--- src/sv/rc_control_frame_parser_macros.svh ---
// ----------------------------------------------------------------------------
// rc_control_frame_parser assertion macros
// Shared concurrent assertion forms, clocked on clk, disabled in reset.
// ----------------------------------------------------------------------------
`ifndef RC_CONTROL_FRAME_PARSER_MACROS_SVH
`define RC_CONTROL_FRAME_PARSER_MACROS_SVH

// same-cycle implication
`define RCFP_ASSERT_IMP(lbl, ante, cons) \
  lbl: assert property (@(posedge clk) disable iff (!rst_n) (ante) |-> (cons)) \
    else $error("rcfp assertion failed");

// next-cycle implication
`define RCFP_ASSERT_NXT(lbl, ante, cons) \
  lbl: assert property (@(posedge clk) disable iff (!rst_n) (ante) |=> (cons)) \
    else $error("rcfp assertion failed");

`endif

--- src/sv/rcfp_pkg.sv ---
// ----------------------------------------------------------------------------
// rcfp_pkg
// Types and constants of the control frame parser.
// ----------------------------------------------------------------------------
package rcfp_pkg;

  localparam int unsigned BodyLen = 13;
  localparam int unsigned BodyIdxW = 4;
  localparam int unsigned PosW = 5;

  localparam logic [PosW-1:0] POS_HDR0       = 5'd0;
  localparam logic [PosW-1:0] POS_HDR1       = 5'd1;
  localparam logic [PosW-1:0] POS_BODY_FIRST = 5'd2;
  localparam logic [PosW-1:0] POS_BODY_LAST  = 5'd14;
  localparam logic [PosW-1:0] POS_CHECKSUM   = 5'd15;
  localparam logic [PosW-1:0] POS_CR         = 5'd16;
  localparam logic [PosW-1:0] POS_LF         = 5'd17;
  localparam logic [PosW-1:0] POS_IDLE       = 5'd18;

  localparam logic [7:0] BYTE_CR = 8'h0D;
  localparam logic [7:0] BYTE_LF = 8'h0A;

  localparam logic [7:0]  HEADER_FIRST_RST  = 8'd170;
  localparam logic [7:0]  HEADER_SECOND_RST = 8'd85;

  localparam logic [7:0]  STICK_SCALE  = 8'd200;
  localparam logic [7:0]  STICK_OFFSET = 8'd100;
  localparam int unsigned DivShift     = 12;
  localparam logic [12:0] STICK_DIV    = 13'd4095;
  localparam logic [11:0] KNOB_MAX     = 12'd1023;

  // configuration register indexes
  localparam logic CFG_HEADER_FIRST  = 1'b0;
  localparam logic CFG_HEADER_SECOND = 1'b1;

  typedef logic [BodyLen-1:0][7:0] rcfp_body_t;

  typedef struct packed {
    logic [7:0] data_byte;
    logic       first_byte;
  } rcfp_in_t;

  typedef struct packed {
    logic signed [7:0] left_stick_x;
    logic signed [7:0] left_stick_y;
    logic signed [7:0] right_stick_x;
    logic signed [7:0] right_stick_y;
    logic [9:0]        left_knob;
    logic [9:0]        right_knob;
    logic [7:0]        switch_bits;
    logic [11:0]       raw_left_x;
    logic [11:0]       raw_left_y;
    logic [11:0]       raw_right_x;
    logic [11:0]       raw_right_y;
  } rcfp_out_t;

  typedef struct packed {
    logic frame_done;
    logic at_last;
  } rcfp_stat_t;

endpackage

--- src/sv/rcfp_collect.sv ---
// ----------------------------------------------------------------------------
// rcfp_collect
// Tracks byte position, checksum and checks; stores frame body bytes.
// ----------------------------------------------------------------------------
`include "rc_control_frame_parser_macros.svh"

module rcfp_collect
  import rcfp_pkg::*;
(
  input  logic       clk,
  input  logic       rst_n,
  input  logic       accept,
  input  rcfp_in_t   in_req,
  input  logic [7:0] header_first,
  input  logic [7:0] header_second,
  output rcfp_body_t body,
  output rcfp_stat_t stat
);

  logic [PosW-1:0]     pos_r, pos_nxt, eff_pos;
  logic [7:0]          sum_r, sum_nxt;
  logic                ok_r, ok_nxt;
  logic                active;
  logic                body_wr;
  logic [PosW-1:0]     body_off;
  logic [BodyIdxW-1:0] body_idx;
  rcfp_body_t          body_r;

  assign eff_pos  = in_req.first_byte ? POS_HDR0 : pos_r;
  assign active   = eff_pos < POS_IDLE;
  assign body_off = eff_pos - POS_BODY_FIRST;
  assign body_idx = body_off[BodyIdxW-1:0];

  always_comb begin
    pos_nxt = pos_r;
    sum_nxt = sum_r;
    ok_nxt  = ok_r;
    body_wr = 1'b0;
    if (accept && active) begin
      pos_nxt = eff_pos + 5'd1;
      unique case (eff_pos) inside
        POS_HDR0: begin
          sum_nxt = 8'd0;
          ok_nxt  = (in_req.data_byte == header_first);
        end
        POS_HDR1:     ok_nxt = ok_r && (in_req.data_byte == header_second);
        [POS_BODY_FIRST:POS_BODY_LAST]: begin
          body_wr = 1'b1;
          sum_nxt = sum_r + in_req.data_byte;
        end
        POS_CHECKSUM: ok_nxt = ok_r && (in_req.data_byte == sum_r);
        POS_CR:       ok_nxt = ok_r && (in_req.data_byte == BYTE_CR);
        POS_LF:       ok_nxt = ok_r && (in_req.data_byte == BYTE_LF);
        default:      ok_nxt = ok_r;
      endcase
    end
  end

  always_ff @(posedge clk) begin
    if (!rst_n) begin
      pos_r <= POS_IDLE;
      sum_r <= 8'd0;
      ok_r  <= 1'b0;
    end else begin
      pos_r <= pos_nxt;
      sum_r <= sum_nxt;
      ok_r  <= ok_nxt;
    end
  end

  always_ff @(posedge clk) begin
    for (int i = 0; i < BodyLen; i++) begin
      if (body_wr && (body_idx == BodyIdxW'(i))) begin
        body_r[i] <= in_req.data_byte;
      end
    end
  end

  assign body            = body_r;
  assign stat.at_last    = (pos_r == POS_LF);
  assign stat.frame_done = accept && (eff_pos == POS_LF) && ok_nxt;

  `RCFP_ASSERT_IMP(a_pos_range, 1'b1, pos_r <= POS_IDLE)
  `RCFP_ASSERT_NXT(a_restart, accept && in_req.first_byte, pos_r == POS_HDR1)
  `RCFP_ASSERT_IMP(a_done_ok, stat.frame_done, ok_r && !in_req.first_byte)

endmodule

--- src/sv/rcfp_stick.sv ---
// ----------------------------------------------------------------------------
// rcfp_stick
// Scales a 12-bit stick value to signed percent: raw*200/4095 - 100.
// ----------------------------------------------------------------------------
module rcfp_stick
  import rcfp_pkg::*;
(
  input  logic [11:0]       raw,
  output logic signed [7:0] pct
);

  logic [19:0] prod;
  logic [7:0]  q_est;
  logic [12:0] rem_est;
  logic [7:0]  quot;

  // 4095 = 2^12 - 1: estimate by shift, then one correction step
  assign prod    = 20'(raw) * 20'(STICK_SCALE);
  assign q_est   = prod[19:DivShift];
  assign rem_est = 13'(prod[DivShift-1:0]) + 13'(q_est);
  assign quot    = q_est + 8'(rem_est >= STICK_DIV);
  assign pct     = signed'(quot - STICK_OFFSET);

endmodule

--- src/sv/rc_control_frame_parser.sv ---
// A result is registered into the output register as the frame's last byte is accepted.
// Throughput: one byte per cycle unless in_stall; position and checksum update per byte.
// Input stalls only when a frame's last byte is due while a previous result still waits.
// Reset: synchronous active-low rst_n; headers return to 0xAA/0x55, no frame open,
// output empty. Body storage is not cleared.
// ----------------------------------------------------------------------------
// rc_control_frame_parser
// Validates 18-byte control frames and emits scaled stick and knob values.
// ----------------------------------------------------------------------------
`include "rc_control_frame_parser_macros.svh"

module rc_control_frame_parser
  import rcfp_pkg::*;
(
  input  logic      clk,
  input  logic      rst_n,
  input  logic      in_valid,
  output logic      in_stall,
  input  rcfp_in_t  in_data,
  output logic      out_valid,
  input  logic      out_stall,
  output rcfp_out_t out_data,
  input  logic      cfg_wr_en,
  input  logic      cfg_index,
  input  logic [7:0] cfg_wdata
);

  logic       [7:0] hdr_first_r, hdr_second_r;
  logic             in_accept;
  rcfp_body_t       body;
  rcfp_stat_t       stat;
  rcfp_out_t        res;
  logic [11:0]      lx, ly, rx, ry, lk, rk;
  logic             out_valid_r, out_valid_nxt;
  rcfp_out_t        out_data_r;

  always_ff @(posedge clk) begin
    if (!rst_n) begin
      hdr_first_r  <= HEADER_FIRST_RST;
      hdr_second_r <= HEADER_SECOND_RST;
    end else if (cfg_wr_en) begin
      unique case (cfg_index)
        CFG_HEADER_FIRST:  hdr_first_r  <= cfg_wdata;
        CFG_HEADER_SECOND: hdr_second_r <= cfg_wdata;
        default:           hdr_first_r  <= hdr_first_r;
      endcase
    end
  end

  assign in_stall  = out_valid_r && out_stall && stat.at_last;
  assign in_accept = in_valid && !in_stall;

  rcfp_collect u_collect (
    .clk           (clk),
    .rst_n         (rst_n),
    .accept        (in_accept),
    .in_req        (in_data),
    .header_first  (hdr_first_r),
    .header_second (hdr_second_r),
    .body          (body),
    .stat          (stat)
  );

  assign lx = {body[1][3:0], body[0]};
  assign ly = {body[3][3:0], body[2]};
  assign rx = {body[5][3:0], body[4]};
  assign ry = {body[7][3:0], body[6]};
  assign lk = {body[9][3:0], body[8]};
  assign rk = {body[11][3:0], body[10]};

  rcfp_stick u_stick_lx (.raw(lx), .pct(res.left_stick_x));
  rcfp_stick u_stick_ly (.raw(ly), .pct(res.left_stick_y));
  rcfp_stick u_stick_rx (.raw(rx), .pct(res.right_stick_x));
  rcfp_stick u_stick_ry (.raw(ry), .pct(res.right_stick_y));

  assign res.left_knob   = (lk > KNOB_MAX) ? KNOB_MAX[9:0] : lk[9:0];
  assign res.right_knob  = (rk > KNOB_MAX) ? KNOB_MAX[9:0] : rk[9:0];
  assign res.switch_bits = body[12];
  assign res.raw_left_x  = lx;
  assign res.raw_left_y  = ly;
  assign res.raw_right_x = rx;
  assign res.raw_right_y = ry;

  always_comb begin
    out_valid_nxt = out_valid_r;
    if (stat.frame_done) begin
      out_valid_nxt = 1'b1;
    end else if (out_valid_r && !out_stall) begin
      out_valid_nxt = 1'b0;
    end
  end

  always_ff @(posedge clk) begin
    if (!rst_n) begin
      out_valid_r <= 1'b0;
    end else begin
      out_valid_r <= out_valid_nxt;
    end
  end

  always_ff @(posedge clk) begin
    if (stat.frame_done) begin
      out_data_r <= res;
    end
  end

  assign out_valid = out_valid_r;
  assign out_data  = out_data_r;

  `RCFP_ASSERT_IMP(a_no_overwrite, stat.frame_done, !(out_valid_r && out_stall))
  `RCFP_ASSERT_NXT(a_done_shows, stat.frame_done, out_valid)
  `RCFP_ASSERT_IMP(a_stall_cause, in_stall, out_valid && stat.at_last)

endmodule

--- config.mk ---
export PLATFORM = sky130hd
export DESIGN_NAME = rc_control_frame_parser
export DESIGN_NICKNAME = d
export VERILOG_FILES = /design/src/sv/rcfp_pkg.sv /design/src/sv/rcfp_collect.sv /design/src/sv/rcfp_stick.sv /design/src/sv/rc_control_frame_parser.sv
export VERILOG_INCLUDE_DIRS = /design/src /design/src/sv
export SDC_FILE = /design/constraint.sdc
export NUM_CORES = 1
export LEC_CHECK = 0
export BUFFER_PORTS_ARGS = -buffer_cell sky130_fd_sc_hd__buf_2
export CORE_MARGIN = 5
export CORE_UTILIZATION = 41
export CTS_CLUSTER_DIAMETER = 120
export DETAILED_ROUTE_END_ITERATION = 7
export PLACE_DENSITY = 0.67
export SLEW_MARGIN = 30
export SYNTH_ARGS = -nofsm -noshare
export SYNTH_HDL_FRONTEND = slang
export SYNTH_SLANG_ARGS = --single-unit
--- constraint.sdc ---
create_clock -name clk -period 15.2 [get_ports clk]
set_input_delay 0.76 -clock clk [delete_from_list [all_inputs] [get_ports clk]]
set_output_delay 0.76 -clock clk [all_outputs]
set_load 0.05 [all_outputs]
== After elaboration in Yosys (flattened, before gate mapping) ==
Index checks and enable logic that the tools add are counted.
Operators by class
  add/sub/neg operators: 15
  multipliers: 4
  order comparisons: 9
  eq/ne operators: 22
  muxes and demuxes: 8
  bitwise gates (word level): 1
  reduce and logical (&&, ||, !) cells: 34
Operators by type and width (number)
  $mul 12x5->17 const B: 4
  $add 12x8->13: 4
  $ge 13x12->1 const B: 4
  $add 8x1->8: 4
  $sub 8x7->8 const B: 4
  $logic_and 1x1->1: 25
  $eq 8x8->1: 3
  $gt 12x10->1 const B: 2
  $eq 4x4->1 const B: 5
  $eq 4x3->1 const B: 4
  $eq 8x4->1 const B: 2
  $pmux 8 s2: 1
  $eq 5x5->1 const B: 3
  $add 8x8->8: 1
  $eq 4x2->1 const B: 2
  $reduce_and 2->1: 3
  $add 5x1->5 const B: 1
  $eq 5x1->1 const B: 1
  $eq 5x4->1 const B: 1
  $ge 5x2->1 const B: 1
  $le 5x4->1 const B: 1
  $logic_not 5->1: 1
  $lt 5x5->1 const B: 1
  $mux 1: 5
  other kinds (8): 10
Storage, ports and cells
  bits in registers: 219
  input port bits: 23
  output and inout port bits: 110
  logic and storage cells: 123

== Logic depth before layout (Yosys ltp) ==
Gate-level depths: netlist of run 1.
  depth after elaboration: 8
  mapped depth: 24

== Cells and area by module ==
Synthesis of run 1 repeated with hierarchy kept, for this count alone.
Unflattened totals
  cell total of the unflattened synthesis: 1221
  area, all modules: 15053.2 um^2
Modules (own cells, without submodules)
  rcfp_collect: instances 1, cells each 305, area each 4792.1 um^2, seq. area each 3403.3 um^2
  rc_control_frame_parser: instances 1, cells each 206, area each 4115.2 um^2, seq. area each 3583.4 um^2
  rcfp_stick (u_stick_ly): instances 1, cells each 199, area each 1684.1 um^2, seq. area each 0.0 um^2
  rcfp_stick (u_stick_lx): instances 1, cells each 172, area each 1565.3 um^2, seq. area each 0.0 um^2
  rcfp_stick (u_stick_ry): instances 1, cells each 179, area each 1505.2 um^2, seq. area each 0.0 um^2
  rcfp_stick (u_stick_rx): instances 1, cells each 160, area each 1391.3 um^2, seq. area each 0.0 um^2

== Worst setup path before layout of run 1 ==
OpenSTA, ideal clock, no wires.
  kind: in2reg
  start point: in in_data[0] (netlist name)
  end point: reg out_data_r (netlist bit out_data[0]), enable pin
  setup time: 0.707 ns
  arrival time: 10.291 ns
  path slack: 4.201 ns
  cell stages on the path: 12
  buffers on the path: 2
  cell sequence: clkbuf_1 -> nand2b_1 -> inv_1 -> ha_1 -> and3_1 -> ha_1 -> clkbuf_1 -> a222oi_1 -> xor2_1 -> and3_1 -> a41oi_2 -> nor3_1
On the way
  longest elaborated chain between the ends: 5
  elaborated cells between the ends (all ways): 12
RTL lines
  start, declared: line rc_control_frame_parser.sv:19  | input rcfp_in_t in_data,
  $mux 5 (*): line rcfp_collect.sv:29  | assign eff_pos = in_req.first_byte ? POS_HDR0 : pos_r;
  $lt 5x5->1 (tied with other cells): line rcfp_collect.sv:30  | assign active = eff_pos < POS_IDLE;
  $logic_and 1x1->1 / $pmux 1 s5 (equally long branches): line rcfp_collect.sv:39, rcfp_collect.sv:41
  $mux 1: line rcfp_collect.sv:39  | if (accept && active) begin
  $logic_and 1x1->1 (*): line rcfp_collect.sv:81  | assign stat.frame_done = accept && (eff_pos == POS_LF) && ok_nxt;
  end signal, assigned: line rc_control_frame_parser.sv:103  | out_data_r <= res;
  end, declared: line rc_control_frame_parser.sv:35  | rcfp_out_t out_data_r;
Mark *: on every way between the ends. The rest lies on a longest branch, timed or not.
A chain may end at the register's enable or synchronous reset.

==> results.toml, run 1 <==
[finish]
layout_commonest_cell = "ha_1"
drive_gt1_share_pct = 14.7
final_util_pct = 47.3
layout_common_cells = "207 x ha_1, 188 x edfxtp_1, 134 x inv_1"
areaGrowthSynthToFinish_pct = 14.7
nNetsFinal = 1579
antennaDiodeCount = 0

[power]
leakage_nw = 6.81
cellPowerDensity_nw_per_um2 = 88.6
peakVddDrop_mv = 0.0711

[logic_synthesis]
synth_compound_area_share_pct = 10.1
synth_warnings = 0
synth_nets = 1432
yosys.area_share.simple_pct = 9.98
yosys.area.top_type = "edfxtp_1"
synth_edf_count = 188
synth_area_leaders = "edfxtp_1 41%, ha_1 19%, fa_1 4.8%"
synth-adder-area-share_pct = 23.6
synth_xor_area_share_pct = 6.17
ys_seq_area_share_pct = 45.5
avgSynthCellArea_um2 = 11.8
syn_area_um2 = 13800
ys.flop_type = "edfxtp_1"
synth.area.mux_share_pct = 0.536
synth_top_family_by_area = "adder cells"
synth_top_area_share_pct = 41.0
async_reset_ff_share_pct = 0
synth_cell_types = 73
synth_cells = 1169
ys_seq_elements = 219

[place]
portBuffers = 132
dp_hpwl_um = 21500
place_congestion = 0.846

[timing]
fin_crit_ns = 6.13
maxSlewViolCount = 0
finalCritPeriodShare_pct = 40.3
tns_ns = 0
hold_violations = 0
finalSetupViolations = 0
relSlewSlack_pct = 37.5
max_freq_mhz = 163
rsz0062_at_grt = "no"
worst_slew_pin_slew_ns = 0.937
skew_ns = 0.0148

[detailed_routing]
drt_iter0_markers = 445
wl_um = 28900
drtAntennaViolNets = 0
post-route-drc-count = 0
wire_per_inst_um = 16.2
vias = 9078
viasPerCell = 5.10
first_pass_iters = 5

[worst_setup_path]
r2r_start = "u_collect.body[3]"
worst_ep_arrival_time_ns = 6.38
crit_required_ns = 15.45
critPathKind = "flop to flop"
r2r-end = "out_data[107]"
r2r_cells = 23
startpoint = "u_collect.body[3]"
ff2ff_setup_slack_ns = 9.07
crit_fanout = 6
crit_path_start_kind = "flop"
crit_path_end_kind = "flop"

[die]
fp.coreArea_um2 = 33400
initial_core_util_pct = 41.3
fp-row-count = 67
ios = 133
die_area_um2 = 37400
fp.dieW_um = 193
die_h_um = 193

[run_status]
status = "complete, no violations"

[cts]
clkSinkCount = 219
clockBufferDepth = 3
cts_made_buffers = 25
cts_setup_buffers = 0
cts_hold_buf = 0
cts_tree = "done"
clk_pin_slew_ns = 0.06
cts_resized = 0
clk_latency_ns = 0.52
h-tree-depth = 1
root_buffer = "clkbuf_16"

[min_path]
min_path_type = "flop to flop"
min_to = "out_data[53]"
min_from = "u_collect.body[101]"
whs_path_depth = 0

[global_routing]
grt_max_degree = 70
grt_pass1_vias = 9233
grt_pass1_wl_um = 47600
grt_overflow = 0
antenna_found_initial = 0
grt_util_all_layers_pct = 15.3

[flow_run]
cap_violations = 0
==> cell families (layout without fill, tap and decap cells) <==
kind of cell	Yosys count	count (layout)
buffers and inverters	149	313
multiplexers	7	7
XOR/XNOR	97	97
flip-flops	219	219
AO/OA/AOI/OAI	198	198
AND/OR/NAND/NOR	259	259
adder cells (fa/ha/maj)	240	240
==> cells in the mapped netlist, types with 7 or more instances <==
cell type,n
nand3_1,21
a21boi_0,17
a31oi_1,7
a21oi_1,42
o21bai_1,8
o21ai_0,27
a211oi_1,7
xor2_1,36
or3_1,25
clkbuf_1,14
nand2b_1,9
ha_1,207
nand4_1,11
a21o_1,20
edfxtp_1,188
o21a_1,10
nor2b_1,17
xnor2_1,61
inv_1,134
nor2_1,37
dfxtp_1,31
and3_1,11
nand2_1,69
nor3_1,22
fa_1,33
==> area by class of cell <==
type	count	area, um2
Clock buffer	30	644
Clock inverter	14	176
Fill cell	3131	17600
Inverter	134	503
Multi-Input combinational cell	801	6960
Sequential cell	219	6270
Tap cell	448	561
Timing Repair Buffer	135	683
==> state kept, by name, indices dropped and copies added, names as in the netlist <==
register and cells:
u_collect.body 80, hdr_first_r 8, out_valid 1, u_collect.sum_r 8, u_collect.ok_r 1, out_data 108
u_collect.pos_r 5, hdr_second_r 8
==> worst max path at each step <==
stage               cells past startpoint             to
floorplan                              12    out_data[0]
global route                           23  out_data[104]
detailed placement                     23  out_data[107]
global placement                       22  out_data[106]
finish                                 23  out_data[107]
CTS                                    23  out_data[107]
==> per-stage QoR <==
step	power (mW)	area, um2	worst slack, ns	hold slack (ns)	std cells
2_1_floorplan	0.773	13800	4.20	0.400	1169
3_3_place_gp	0.806	15000	9.28	0.404	1737
3_5_place_dp	0.809	15000	9.07	0.406	1737
4_1_cts	1.42	15800	9.07	0.419	1781
5_1_grt	1.46	15800	8.51	0.431	1781
6_report	1.40	15800	9.07	0.418	1781
==> report_power, final <==
part | internal [mW] | leakage [nW] | switching [mW] | total, mW
sequential | 0.658 | 1.93 | 0.00566 | 0.663
clock | 0.369 | 0.398 | 0.234 | 0.603
combinational | 0.0542 | 4.48 | 0.0783 | 0.132
total | 1.08 | 6.81 | 0.318 | 1.40
==> critical path: stages, from the launching register on <==
cell and delay (ns):
edfxtp_1 0.45, ha_1 0.33, ha_1 0.28, inv_1 0.05, fa_1 0.51, inv_1 0.05
ha_1 0.33, o21ai_0 0.13, o21ai_1 0.20, a311oi_2 0.16, o31ai_1 0.31, xor2_1 0.55
ha_1 0.35, a21o_1 0.17, a21oi_1 0.35, xnor2_1 0.11, a22oi_1 0.20, o21ai_0 0.11
a41oi_1 0.21, nor4_1 0.08, ha_1 0.20, a211o_1 0.30, o311ai_1 0.33, xor2_1 0.11
==> layer usage <==
layer | routed length, um | share of wire [%] | vias up | track usage (%)
met3 | 1300 | 4.5 | 36 | 2.21
met5 | 0 | 0 | - | 0
met1 | 13200 | 46 | 4314 | 20.5
met4 | 602 | 2.1 | 0 | 3.88
li1 | - | - | 4559 | -
met2 | 13700 | 48 | 169 | 26.1
Power figures use the tool's default switching activity.
==> inputs of run 2 (changes only) <==
PLACE_DENSITY = 0.69   (was 0.67)
clock period = 5.2 ns   (was 15.2 ns; I/O delays follow)
==> run 2 against run 1 <==
Effect of this change:
- the run now ends with negative setup slack left
- first-iteration DRC count is 11% lower
- register-to-register slack worse by 9.2 ns
- sequential power grew to 2.9 times the previous value
- clock skew is 0.0041 ns lower
- core utilization is 7.4 points higher
- worst setup slack worse by 9.2 ns
- critical path depth is 1 higher
- flip-flop and latch count stayed put
- final area is 16% higher
- critical path type unchanged
- highest routed layer unchanged
==> results.toml, run 2 (synthesized netlist as in run 1, its figures left out) <==
[min_path]
min_to = "out_valid"
min_path_type = "input port to flop"
whs_path_depth = 3
min_from = "in_valid"

[die]
ios = 133
fp-row-count = 67
initial_core_util_pct = 41.3
fp.coreArea_um2 = 33400
die_area_um2 = 37400
die_h_um = 193
fp.dieW_um = 193

[timing]
hold_violations = 0
worst_slew_pin_slew_ns = 0.843
fin_crit_ns = 5.30
finalCritPeriodShare_pct = 102
max_freq_mhz = 189
rsz0062_at_grt = "yes"
setup_ws_ns = -0.105
relSlewSlack_pct = 43.4
finalSetupViolations = 9
maxSlewViolCount = 0
skew_ns = 0.0107

[cts]
clkSinkCount = 219
cts_made_buffers = 24
clk_pin_slew_ns = 0.06
clockBufferDepth = 3
root_buffer = "clkbuf_16"
clk_latency_ns = 0.52
h-tree-depth = 1
cts_tree = "done"

[detailed_routing]
post-route-drc-count = 0
wire_per_inst_um = 16.3
first_pass_iters = 5
drt_iter0_markers = 395
viasPerCell = 5.05
drtAntennaViolNets = 0
vias = 9963
wl_um = 32200

[power]
leakage_nw = 7.82
peakVddDrop_mv = 0.240
pwr-share-seq_pct = 46.7
switching_power_uw = 978
cellPowerDensity_nw_per_um2 = 227
power_mw = 4.15
p_comb_share_pct = 12.9
sw_frac_of_total_pct = 23.6
p_int_mw = 3.18
power.share.clock_pct = 40.4

[worst_setup_path]
path_common_cell = "ha_1"
r2r-end = "out_data[107]"
worst_ep_arrival_time_ns = 5.56
r2r_start = "u_collect.body[4]"
crit_path_start_kind = "flop"
crit_chain = "ha_1 > ha_1 > inv_1 > fa_1 > inv_2 > ha_4 > o21ai_2 > o21ai_2 > a311oi_4 > o31ai_2 > xor2_1 > ha_1 > a21o_1 > a21oi_4 > buf_6 > mux2i_1 > nand3b_1 > o21ai_1 > a41oi_2 > nor4_2 > ha_2 > a211o_1 > o311ai_2 > xor2_1"
crit_fanout = 4
ff2ff_setup_slack_ns = -0.10
r2r_cells = 24
crit_family = "adder cells"
max_stage_delay_ns = 0.50
crit_path_end_kind = "flop"
crit_required_ns = 5.46
slowest_stage = "fa_1"
critPathKind = "flop to flop"
path_buf_inv = 3

[run_status]
violations = "negative setup slack"
status = "complete, but fails checks"

[finish]
instances_no_fill = 1972
antennaDiodeCount = 0
layout_common_cells = "188 x edfxtp_1, 174 x buf_4, 162 x ha_1"
nNetsFinal = 1769
layout_commonest_cell = "edfxtp_1"
areaGrowthSynthToFinish_pct = 32.7
largest_register_ffs = 108
n_fill_cell = 2774
drive_gt1_share_pct = 34.0
final_util_pct = 54.8

[place]
portBuffers = 132
placed_cells = 1869
dp_hpwl_um = 23000
place_congestion = 0.831

[global_routing]
grt_util_all_layers_pct = 16.2
antenna_found_initial = 0
grt_overflow = 0
grt_pass1_vias = 10100
grt_pass1_wl_um = 50400
grt_max_degree = 59

[flow_run]
cap_violations = 0
run 2: through the flow:
stage / area [um2] / hold WS [ns] / worst slack (ns) / setup TNS (ns)
2_1_floorplan: 14000 / 0.359 / -0.151 / -0.422
3_3_place_gp: 16100 / 0.402 / -0.183 / -1.41
3_5_place_dp: 16100 / 0.405 / -0.359 / -3.78
4_1_cts: 17400 / 0.0953 / -0.0631 / -0.105
5_1_grt: 18300 / 0.134 / -0.283 / -4.06
6_report: 18300 / 0.125 / -0.105 / -0.329
run 2: worst max-delay path by stage:
stage                        from            end  slack [ns]  depth (start not counted)
3_5_place_dp    u_collect.body[2]  out_data[107]       -0.36                         22
5_1_grt         u_collect.body[4]  out_data[107]       -0.28                         24
4_1_cts         u_collect.body[4]  out_data[107]       -0.06                         24
6_report        u_collect.body[4]  out_data[107]       -0.10                         24
2_1_floorplan   u_collect.body[4]  out_data[107]       -0.15                         23
3_3_place_gp   u_collect.body[33]   out_data[88]       -0.18                         21
run 2: final cells by class:
| cell class | instances | area [um2] | area share, % |
|---|---|---|---|
| clock buffer | 34 | 673 | 3.68 |
| clock inverter | 10 | 106 | 0.582 |
| inverter | 134 | 505 | 2.77 |
| multi-input combinational | 801 | 7980 | 43.7 |
| sequential | 219 | 6270 | 34.3 |
| tap | 448 | 561 | 3.07 |
| timing repair buffer | 326 | 2180 | 11.9 |
run 2: timing repair:
action,4_1_cts,5_1_grt
resized for setup,50,105
setup buffers,25,25
setup endpoints to repair,23,28
pin swaps,32,99
hold buffers,9,0
endpoints found under the hold margin,15,0
run 2: worst register-to-register path, delay by kind of cell (launching register included):
family / cells / cell delay (ns)
adder cells (fa/ha/maj): 6 / 1.85
AO/OA/AOI/OAI: 10 / 1.59
buffers and inverters: 3 / 0.21
XOR/XNOR: 2 / 0.38
multiplexers: 1 / 0.17
flip-flops: 1 / 0.43
AND/OR/NAND/NOR: 2 / 0.41
run 2: per-layer routing:
metal  share of wire, %  global-route usage, %
met1                 43                   20.4
met2                 51                   29.1
met3                3.6                   2.30
met4                2.5                   4.62
met5                  0                      0
run 2: power by group through the flow:
stage | clock [mW] | sequential [mW] | combinational [mW]
finish | 1.68 | 1.94 | 0.537
detailed placement | 0 | 1.98 | 0.448
global placement | 0 | 1.97 | 0.433
CTS | 1.73 | 1.94 | 0.483
floorplan | 0 | 1.97 | 0.302
global route | 1.80 | 1.94 | 0.593
